### config.mk
export PLATFORM = sky130hd
export DESIGN_NAME = two_key_priority_queue
export DESIGN_NICKNAME = d
export VERILOG_FILES = /design/src/sv/tkpq_pkg.sv /design/src/sv/tkpq_cell.sv /design/src/sv/two_key_priority_queue.sv
export SDC_FILE = /design/constraint.sdc
export NUM_CORES = 2
export LEC_CHECK = 0
export BUFFER_PORTS_ARGS = -buffer_cell sky130_fd_sc_hd__buf_2
export CAP_MARGIN = 10
export CORE_ASPECT_RATIO = 0.7
export CORE_MARGIN = 3
export CORE_UTILIZATION = 64
export CTS_CLUSTER_SIZE = 20
export DETAILED_ROUTE_END_ITERATION = 10
export PLACE_DENSITY = 0.81
export SYNTH_ARGS = -nofsm -noshare
export SYNTH_HDL_FRONTEND = slang
export SYNTH_SLANG_ARGS = --single-unit
### constraint.sdc
create_clock -name clk_i -period 14.4 [get_ports clk_i]
set_input_delay 0 -clock clk_i [delete_from_list [all_inputs] [get_ports clk_i]]
set_output_delay 0 -clock clk_i [all_outputs]
set_load 0.05 [all_outputs]
### src/sv/tkpq_pkg.sv
// ----------------------------------------------------------------------------
// tkpq_pkg
// Shared types, codes and helpers for the two-key priority queue.
// ----------------------------------------------------------------------------
package tkpq_pkg;

  localparam int unsigned QUEUE_DEPTH_DEF = 16;

  localparam int unsigned TAG_W    = 16;
  localparam int unsigned SEV_W    = 8;
  localparam int unsigned AGE_W    = 7;
  localparam int unsigned CLASS_W  = 3;
  localparam int unsigned STATUS_W = 2;
  localparam int unsigned OCC_W    = 5;
  localparam int unsigned APB_AW   = 3;
  localparam int unsigned APB_DW   = 32;

  // request codes
  localparam logic REQ_INSERT = 1'b0;
  localparam logic REQ_POP    = 1'b1;

  // result status codes
  localparam logic [STATUS_W-1:0] STATUS_OK    = 2'd0;
  localparam logic [STATUS_W-1:0] STATUS_EMPTY = 2'd1;
  localparam logic [STATUS_W-1:0] STATUS_FULL  = 2'd2;

  // register index, taken from paddr[2]
  localparam logic REG_CHILD  = 1'b0;
  localparam logic REG_SENIOR = 1'b1;

  localparam logic [AGE_W-1:0] CHILD_LIMIT_RST  = 7'd12;
  localparam logic [AGE_W-1:0] SENIOR_LIMIT_RST = 7'd65;

  // age class codes, ordered so that a lower code is served first
  localparam logic [CLASS_W-1:0] CLASS_CHILD  = 3'd1;
  localparam logic [CLASS_W-1:0] CLASS_SENIOR = 3'd2;
  localparam logic [CLASS_W-1:0] CLASS_ADULT  = 3'd4;

  typedef struct packed {
    logic [TAG_W-1:0] tag;
    logic [SEV_W-1:0] sev;
    logic [AGE_W-1:0] age;
  } entry_t;

  // insert token walking down the cell row
  typedef struct packed {
    logic   vld;
    logic   shift;  // slot already found: carry displaced entries onward
    entry_t ent;
  } token_t;

  typedef enum logic {
    ST_IDLE,
    ST_WALK
  } state_e;

  function automatic logic [CLASS_W-1:0] age_class(
    input logic [AGE_W-1:0] age,
    input logic [AGE_W-1:0] child_lim,
    input logic [AGE_W-1:0] senior_lim
  );
    logic [CLASS_W-1:0] cls;
    if (age < child_lim) begin
      cls = CLASS_CHILD;
    end else if (age > senior_lim) begin
      cls = CLASS_SENIOR;
    end else begin
      cls = CLASS_ADULT;
    end
    return cls;
  endfunction

endpackage

### src/sv/tkpq_cell.sv
// ----------------------------------------------------------------------------
// tkpq_cell
// One slot of the sorted row: holds an entry and passes the insert token on.
// ----------------------------------------------------------------------------
module tkpq_cell
  import tkpq_pkg::*;
#(
  parameter int unsigned QUEUE_DEPTH = QUEUE_DEPTH_DEF,
  parameter int unsigned IDX         = 0,
  localparam int unsigned IDX_W      = $clog2(QUEUE_DEPTH)
) (
  input  logic             clk_i,
  input  logic             rst_ni,
  input  logic [AGE_W-1:0] child_lim_i,
  input  logic [AGE_W-1:0] senior_lim_i,
  input  logic [IDX_W-1:0] tail_idx_i,
  input  logic             pop_i,
  input  entry_t           nb_ent_i,
  input  token_t           tok_i,
  output entry_t           ent_o,
  output token_t           tok_o
);

  token_t tok_q;
  entry_t ent_q, ent_d;
  logic   at_tail;
  logic   goes_here;

  assign at_tail = (tail_idx_i == IDX_W'(IDX));

  // held entry ranks at or behind the incoming one
  assign goes_here = (ent_q.sev > tok_q.ent.sev) ||
                     ((ent_q.sev == tok_q.ent.sev) &&
                      (age_class(ent_q.age, child_lim_i, senior_lim_i) >=
                       age_class(tok_q.ent.age, child_lim_i, senior_lim_i)));

  always_comb begin
    ent_d = ent_q;
    tok_o = '0;
    if (pop_i) begin
      ent_d = nb_ent_i;
    end else if (tok_q.vld) begin
      if (at_tail) begin
        // first free slot: absorb the token
        ent_d = tok_q.ent;
      end else if (tok_q.shift || goes_here) begin
        ent_d = tok_q.ent;
        tok_o = '{vld: 1'b1, shift: 1'b1, ent: ent_q};
      end else begin
        tok_o = tok_q;
      end
    end
  end

  always_ff @(posedge clk_i or negedge rst_ni) begin
    if (!rst_ni) begin
      tok_q <= '0;
    end else begin
      tok_q <= tok_i;
    end
  end

  always_ff @(posedge clk_i) begin
    ent_q <= ent_d;
  end

  assign ent_o = ent_q;

endmodule

### src/sv/two_key_priority_queue.sv
// ----------------------------------------------------------------------------
// two_key_priority_queue
// Sorted queue keyed on severity, then age class; insert or pop per request.
// ----------------------------------------------------------------------------
//  channel  handshake                   payload
//  in       in_valid_i / in_stall_o     req_type, patient_tag, severity, age
//  out      out_valid_o / out_stall_i   status, served_*, occupancy
//  cfg      APB psel/penable/pwrite     child / senior age limit (7 bits)
//
//  An accepted request's result is registered and sits in the output register
//  the cycle after. A pop or a refused request frees the input at once. An
//  accepted insert then walks its token down the cell row, one cell a cycle,
//  and the input stays stalled until the token reaches the tail slot.
//  Reset clears control state only; slot contents are not cleared.
//  The input stalls while a result waits under out_stall_i or a walk runs.
// ----------------------------------------------------------------------------
module two_key_priority_queue
  import tkpq_pkg::*;
#(
  parameter int unsigned QUEUE_DEPTH = QUEUE_DEPTH_DEF
) (
  input  logic                clk_i,
  input  logic                rst_ni,
  // config port
  input  logic                psel,
  input  logic                penable,
  input  logic                pwrite,
  input  logic [APB_AW-1:0]   paddr,
  input  logic [APB_DW-1:0]   pwdata,
  output logic [APB_DW-1:0]   prdata,
  output logic                pready,
  // request channel
  input  logic                in_valid_i,
  output logic                in_stall_o,
  input  logic                req_type_i,
  input  logic [TAG_W-1:0]    patient_tag_i,
  input  logic [SEV_W-1:0]    severity_i,
  input  logic [AGE_W-1:0]    age_i,
  // result channel
  output logic                out_valid_o,
  input  logic                out_stall_i,
  output logic [STATUS_W-1:0] status_o,
  output logic                served_valid_o,
  output logic [TAG_W-1:0]    served_tag_o,
  output logic [SEV_W-1:0]    served_severity_o,
  output logic [AGE_W-1:0]    served_age_o,
  output logic [OCC_W-1:0]    occupancy_o
);

  localparam int unsigned IDX_W = $clog2(QUEUE_DEPTH);
  localparam int unsigned CNT_W = $clog2(QUEUE_DEPTH + 1);

  // configuration registers
  logic [AGE_W-1:0] child_lim_q, senior_lim_q;
  logic             cfg_wr;

  assign pready = 1'b1;
  assign cfg_wr = psel && penable && pwrite;

  always_ff @(posedge clk_i or negedge rst_ni) begin
    if (!rst_ni) begin
      child_lim_q  <= CHILD_LIMIT_RST;
      senior_lim_q <= SENIOR_LIMIT_RST;
    end else if (cfg_wr) begin
      case (paddr[2])
        REG_CHILD:  child_lim_q  <= pwdata[AGE_W-1:0];
        REG_SENIOR: senior_lim_q <= pwdata[AGE_W-1:0];
        default: ;
      endcase
    end
  end

  always_comb begin
    case (paddr[2])
      REG_CHILD:  prdata = APB_DW'(child_lim_q);
      REG_SENIOR: prdata = APB_DW'(senior_lim_q);
      default:    prdata = '0;
    endcase
  end

  // control
  state_e           state_q, state_d;
  logic [CNT_W-1:0] count_q, count_d;
  logic [IDX_W-1:0] walk_q, walk_d;
  logic [IDX_W-1:0] tail_q, tail_d;
  logic             in_acc;
  logic             is_full, is_empty;
  logic             do_insert, do_pop;
  logic             out_take;

  entry_t ent [QUEUE_DEPTH];
  token_t tok [QUEUE_DEPTH+1];

  assign is_full   = (count_q == CNT_W'(QUEUE_DEPTH));
  assign is_empty  = (count_q == '0);
  assign in_acc    = in_valid_i && !in_stall_o;
  assign do_insert = in_acc && (req_type_i == REQ_INSERT) && !is_full;
  assign do_pop    = in_acc && (req_type_i == REQ_POP) && !is_empty;

  // result register
  logic                out_valid_q;
  logic [STATUS_W-1:0] status_q;
  logic                served_valid_q;
  entry_t              served_q;
  logic [CNT_W-1:0]    occ_q;

  assign out_take = out_valid_q && !out_stall_i;

  // next state
  always_comb begin
    state_d = state_q;
    case (state_q)
      ST_IDLE: if (do_insert) state_d = ST_WALK;
      ST_WALK: if (walk_q == tail_q) state_d = ST_IDLE;
      default: state_d = ST_IDLE;
    endcase
  end

  // outputs of the state machine
  always_comb begin
    in_stall_o = 1'b1;
    walk_d     = '0;
    case (state_q)
      ST_IDLE: in_stall_o = out_valid_q && out_stall_i;
      ST_WALK: walk_d     = walk_q + IDX_W'(1);
      default: ;
    endcase
  end

  always_comb begin
    count_d = count_q;
    tail_d  = tail_q;
    if (do_insert) begin
      count_d = count_q + CNT_W'(1);
      tail_d  = IDX_W'(count_q);
    end else if (do_pop) begin
      count_d = count_q - CNT_W'(1);
    end
  end

  always_ff @(posedge clk_i or negedge rst_ni) begin
    if (!rst_ni) begin
      state_q     <= ST_IDLE;
      count_q     <= '0;
      walk_q      <= '0;
      tail_q      <= '0;
      out_valid_q <= 1'b0;
    end else begin
      state_q <= state_d;
      count_q <= count_d;
      walk_q  <= walk_d;
      tail_q  <= tail_d;
      if (in_acc) begin
        out_valid_q <= 1'b1;
      end else if (out_take) begin
        out_valid_q <= 1'b0;
      end
    end
  end

  always_ff @(posedge clk_i) begin
    if (in_acc) begin
      served_valid_q <= do_pop;
      served_q       <= do_pop ? ent[0] : '0;
      occ_q          <= count_d;
      if (req_type_i == REQ_POP) begin
        status_q <= is_empty ? STATUS_EMPTY : STATUS_OK;
      end else begin
        status_q <= is_full ? STATUS_FULL : STATUS_OK;
      end
    end
  end

  assign out_valid_o       = out_valid_q;
  assign status_o          = status_q;
  assign served_valid_o    = served_valid_q;
  assign served_tag_o      = served_q.tag;
  assign served_severity_o = served_q.sev;
  assign served_age_o      = served_q.age;
  assign occupancy_o       = OCC_W'(occ_q);

  // cell row
  assign tok[0] = '{vld: do_insert, shift: 1'b0,
                    ent: '{tag: patient_tag_i, sev: severity_i, age: age_i}};

  for (genvar g = 0; g < QUEUE_DEPTH; g++) begin : g_cell
    entry_t nb_ent;
    if (g == QUEUE_DEPTH - 1) begin : g_last
      assign nb_ent = ent[g];
    end else begin : g_mid
      assign nb_ent = ent[g+1];
    end

    tkpq_cell #(
      .QUEUE_DEPTH (QUEUE_DEPTH),
      .IDX         (g)
    ) u_cell (
      .clk_i        (clk_i),
      .rst_ni       (rst_ni),
      .child_lim_i  (child_lim_q),
      .senior_lim_i (senior_lim_q),
      .tail_idx_i   (tail_q),
      .pop_i        (do_pop),
      .nb_ent_i     (nb_ent),
      .tok_i        (tok[g]),
      .ent_o        (ent[g]),
      .tok_o        (tok[g+1])
    );
  end

  // checks
  a_tok_absorbed: assert property (@(posedge clk_i) disable iff (!rst_ni)
    !tok[QUEUE_DEPTH].vld)
    else $error("insert token ran off the end of the row");

  a_count_bound: assert property (@(posedge clk_i) disable iff (!rst_ni)
    count_q <= CNT_W'(QUEUE_DEPTH))
    else $error("occupancy beyond queue depth");

  a_insert_walks: assert property (@(posedge clk_i) disable iff (!rst_ni)
    do_insert |=> (state_q == ST_WALK) && (walk_q == '0) && tok[0].vld == 1'b0)
    else $error("insert did not start a walk at cell zero");

  a_walk_no_pop: assert property (@(posedge clk_i) disable iff (!rst_ni)
    (state_q == ST_WALK) |-> !do_pop && !do_insert)
    else $error("request taken during a walk");

endmodule

==> impl_metrics.json <==
{
  "hpwlAfterDp_um": 105000,
  "grt_setup_unrepaired": "no",
  "place_ws_ns": 8.72,
  "worstSkewPairLatency_ns": 0.75,
  "ys_ff_latch": 1091,
  "grtUsageTotal_pct": 33.5,
  "gr-total-overflow": 0,
  "endpoint": "g_cell[7].u_cell.ent_o[9]",
  "grt_pass1_vias": 46800,
  "grt.busiest_layer": "met2",
  "drt-vias-per-instance": 6.25,
  "yosysSeqAreaShare_pct": 50.0,
  "port_buffers": 94,
  "drtPass1Iterations": 6,
  "synth_area_leader_cell": "edfxtp_1",
  "critical_path_buf_inv_count": 5,
  "synth_top_area_share_pct": 26.8,
  "rr_endpoint": "g_cell[7].u_cell.ent_o[9]",
  "drtAntennaViolNets": 0,
  "async_flop_share_pct": 51.0,
  "vias": 46300,
  "crit_path_start_kind": "flop",
  "ir_worst_vdd_uv": 120,
  "cts_tree": "done",
  "hold_slack_ns": 0.0866,
  "slowest_delay_ns": 0.86,
  "core-area_um2": 92400,
  "fill_cells": 6456,
  "pin_count": 148,
  "die_w_um": 372,
  "ys.flop_type": "dfrtp_1",
  "grt_pass1_wl_um": 257000,
  "wl_per_cell_um": 21.9,
  "cts_made_buffers": 102,
  "syn_inst": 6031,
  "die_area_um2": 97400,
  "finalPower_mw": 9.78,
  "hold_viol": 0,
  "synth_warnings": 0,
  "relSlewSlack_pct": 15.1,
  "synth-edff-count": 535,
  "start_util_pct": 64.9,
  "register_area_um2": 30000,
  "finClkSkew_ns": 0.0949,
  "use_met2_pct": 50.4,
  "syn_avg_cell_area_um2": 9.94,
  "n_antenna_cell": 0,
  "cp-end-kind": "flop",
  "maxCapViolCount": 0,
  "crit_type": "reg -> reg",
  "ys_top_cells_by_area": "edfxtp_1, dfrtp_1, ha_1",
  "required_ns": 14.83,
  "totalWireLength_um": 162000,
  "crit_start": "state_q",
  "htreeDepth": 3,
  "grt_max_degree": 174,
  "met3_usage_pct": 7.24,
  "area_growth_pct": 9.52,
  "grt_use_met1_pct": 48.6,
  "die_h_um": 262,
  "crit_chain": "a21oi_1, o2111ai_4, inv_8, buf_4, buf_4, buf_4, buf_4, o21ai_0",
  "worstMarginPinSlew_ns": 1.26,
  "setup_slack_ns": 8.59,
  "crit_slowest_cell": "buf_4",
  "routabilityCongestion": 0.908,
  "syn-cell-area_um2": 60000,
  "setup_violations": 0,
  "max_freq_mhz": 172,
  "worstPathArrival_ns": 6.24,
  "postCtsHoldBufs": 75,
  "stdcell_count": 7409,
  "cts_resized": 0,
  "cts.sinks": 1091,
  "min_from": "pwdata[6]",
  "finalSetupTns_ns": 0,
  "crit_cells": 8,
  "root_buffer": "clkbuf_16",
  "path_clk_slew_ns": 0.06,
  "cpMostUsedCell": "buf_4",
  "drive_gt1_share_pct": 6.93,
  "nets": 6753,
  "postCtsSetupRepairBufs": 0,
  "post-place-cells": 7136,
  "fp-row-count": 93,
  "fin_crit_ns": 5.81,
  "period_share_pct": 40.4,
  "r2r_slack_ns": 8.59,
  "p_leak_nw": 29.9,
  "final_max_slew_viol_count": 0,
  "drtIter0Drc": 5840,
  "status": "complete, no violations",
  "drc": 0,
  "r2r_start": "state_q",
  "power_density_nw_per_um2": 149,
  "clockBufferDepth": 3,
  "ys_types": 64,
  "hp-class": "in -> reg",
  "critPathMaxFanout": 135,
  "antenna_found_initial": 0,
  "multi_input_area_um2": 27400,
  "r2r_cells": 8,
  "cp_top_family": "buffers and inverters"
}
worst min-delay path by stage:
stage                                      endpoint  slack (ns)  cells past startpoint
final                                child_lim_q[6]        0.09                      3
after global routing                 child_lim_q[6]        0.09                      3
after CTS                            child_lim_q[6]        0.03                      3
after detailed placement  g_cell[2].u_cell.tok_q[1]        0.02                      1
after global placement    g_cell[2].u_cell.tok_q[0]        0.02                      1
after floorplan                      child_lim_q[0]       -0.30                      0
stage by stage:
| step | instance area (um^2) | util [%] |
|---|---|---|
| 2_1_floorplan | 60000 | - |
| 3_3_place_gp | 61200 | 66.2 |
| 3_5_place_dp | 61200 | 66.2 |
| 4_1_cts | 65600 | 71.0 |
| 5_1_grt | 65700 | 71.1 |
| 6_report | 65700 | 71.1 |
power breakdown:
group	internal (mW)	switching, mW	total (mW)
clock	1.63	1.26	2.89
sequential	3.73	0.303	4.03
combinational	0.950	1.91	2.86
total	6.31	3.47	9.78
cells by family after synthesis:
family | count (synthesis) | share of synthesized area [%]
adders and majority gates | 595 | 12.4
muxes | 346 | 5.81
xor gates and xnor gates | 9 | 0.131
and+or+nand+nor | 2379 | 16.5
DFF | 1091 | 50.0
AOI/OAI and AO/OA | 962 | 10.3
buffers and inverters | 647 | 4.83
other | 2 | 0.0125
routing by layer:
layer / vias to the layer above / part of all wire (%)
li1: 20800 / -
met1: 22600 / 42
met2: 2496 / 44
met3: 417 / 11
met4: 0 / 3.1
met5: - / 0
area by class of cell:
cell class	count	area share, %
Multi-Input combinational cell	4317	41.7
Inverter	325	1.87
Sequential cell	1091	45.7
Clock inverter	46	0.926
Timing Repair Buffer	247	2.91
Clock buffer	148	4.59
Tap cell	1235	2.35
cell usage in the layout (no fill, tap or decap), drive strengths merged, types with 11 or more instances in the layout:
| master | Yosys | final |
|---|---|---|
| nand2 | 1901 | 1901 |
| ha | 595 | 595 |
| dfrtp | 552 | 552 |
| edfxtp | 535 | 535 |
| o21ai | 357 | 357 |
| mux2i | 331 | 331 |
| inv | 325 | 324 |
| buf | 225 | 173 |
| clkbuf | 97 | 148 |
| a21oi | 142 | 142 |
| a21o | 131 | 131 |
| o211ai | 119 | 119 |
| nor2 | 88 | 88 |
| nand3 | 77 | 77 |
| dlygate4sd3 | 0 | 74 |
| nand2b | 69 | 69 |
| nor2b | 65 | 65 |
| nand4 | 51 | 51 |
| o31ai | 45 | 45 |
| and2 | 41 | 41 |
| clkinv | 0 | 33 |
| a211oi | 26 | 26 |
| conb | 2 | 26 |
| a31oi | 26 | 26 |
| nor3 | 23 | 23 |
| o22ai | 18 | 18 |
| a221o | 17 | 17 |
| or2 | 17 | 17 |
| o211a | 16 | 16 |
| mux2 | 15 | 15 |
| o21ba | 11 | 11 |
tightest hold or removal path: stages:
cell and delay [ns]:
dlygate4sd3_1 0.51, buf_2 0.14, mux2_2 0.14
registers in the layout, summed over array words and instances, names as in the netlist, 2 cells and up:
signal               count
served_age_o             7
child_lim_q              7
walk_q                   4
served_severity_o        8
tail_q                   4
g_cell.u_cell.tok_q    527
served_tag_o            16
status_o                 2
occupancy_o              5
count_q                  5
senior_lim_q             7
g_cell.u_cell.ent_o    496
Yosys cell counts (10+ instances only):
| cell | n |
|---|---|
| nand2_1 | 1901 |
| ha_1 | 595 |
| dfrtp_1 | 552 |
| edfxtp_1 | 535 |
| mux2i_1 | 331 |
| inv_1 | 323 |
| o21ai_0 | 266 |
| buf_2 | 152 |
| a21oi_1 | 142 |
| a21o_1 | 131 |
| o211ai_1 | 119 |
| clkbuf_1 | 97 |
| o21ai_1 | 91 |
| nor2_1 | 83 |
| nand3_1 | 77 |
| buf_4 | 70 |
| nand2b_1 | 69 |
| nor2b_1 | 65 |
| nand4_1 | 51 |
| o31ai_1 | 45 |
| and2_1 | 41 |
| a211oi_1 | 26 |
| a31oi_1 | 26 |
| nor3_1 | 23 |
| o22ai_1 | 18 |
| a221o_1 | 17 |
| or2_2 | 17 |
| o211a_1 | 16 |
| mux2_2 | 15 |
| o21ba_2 | 11 |
| or3_1 | 10 |
Note: power is estimated with default switching activity, not from simulation.
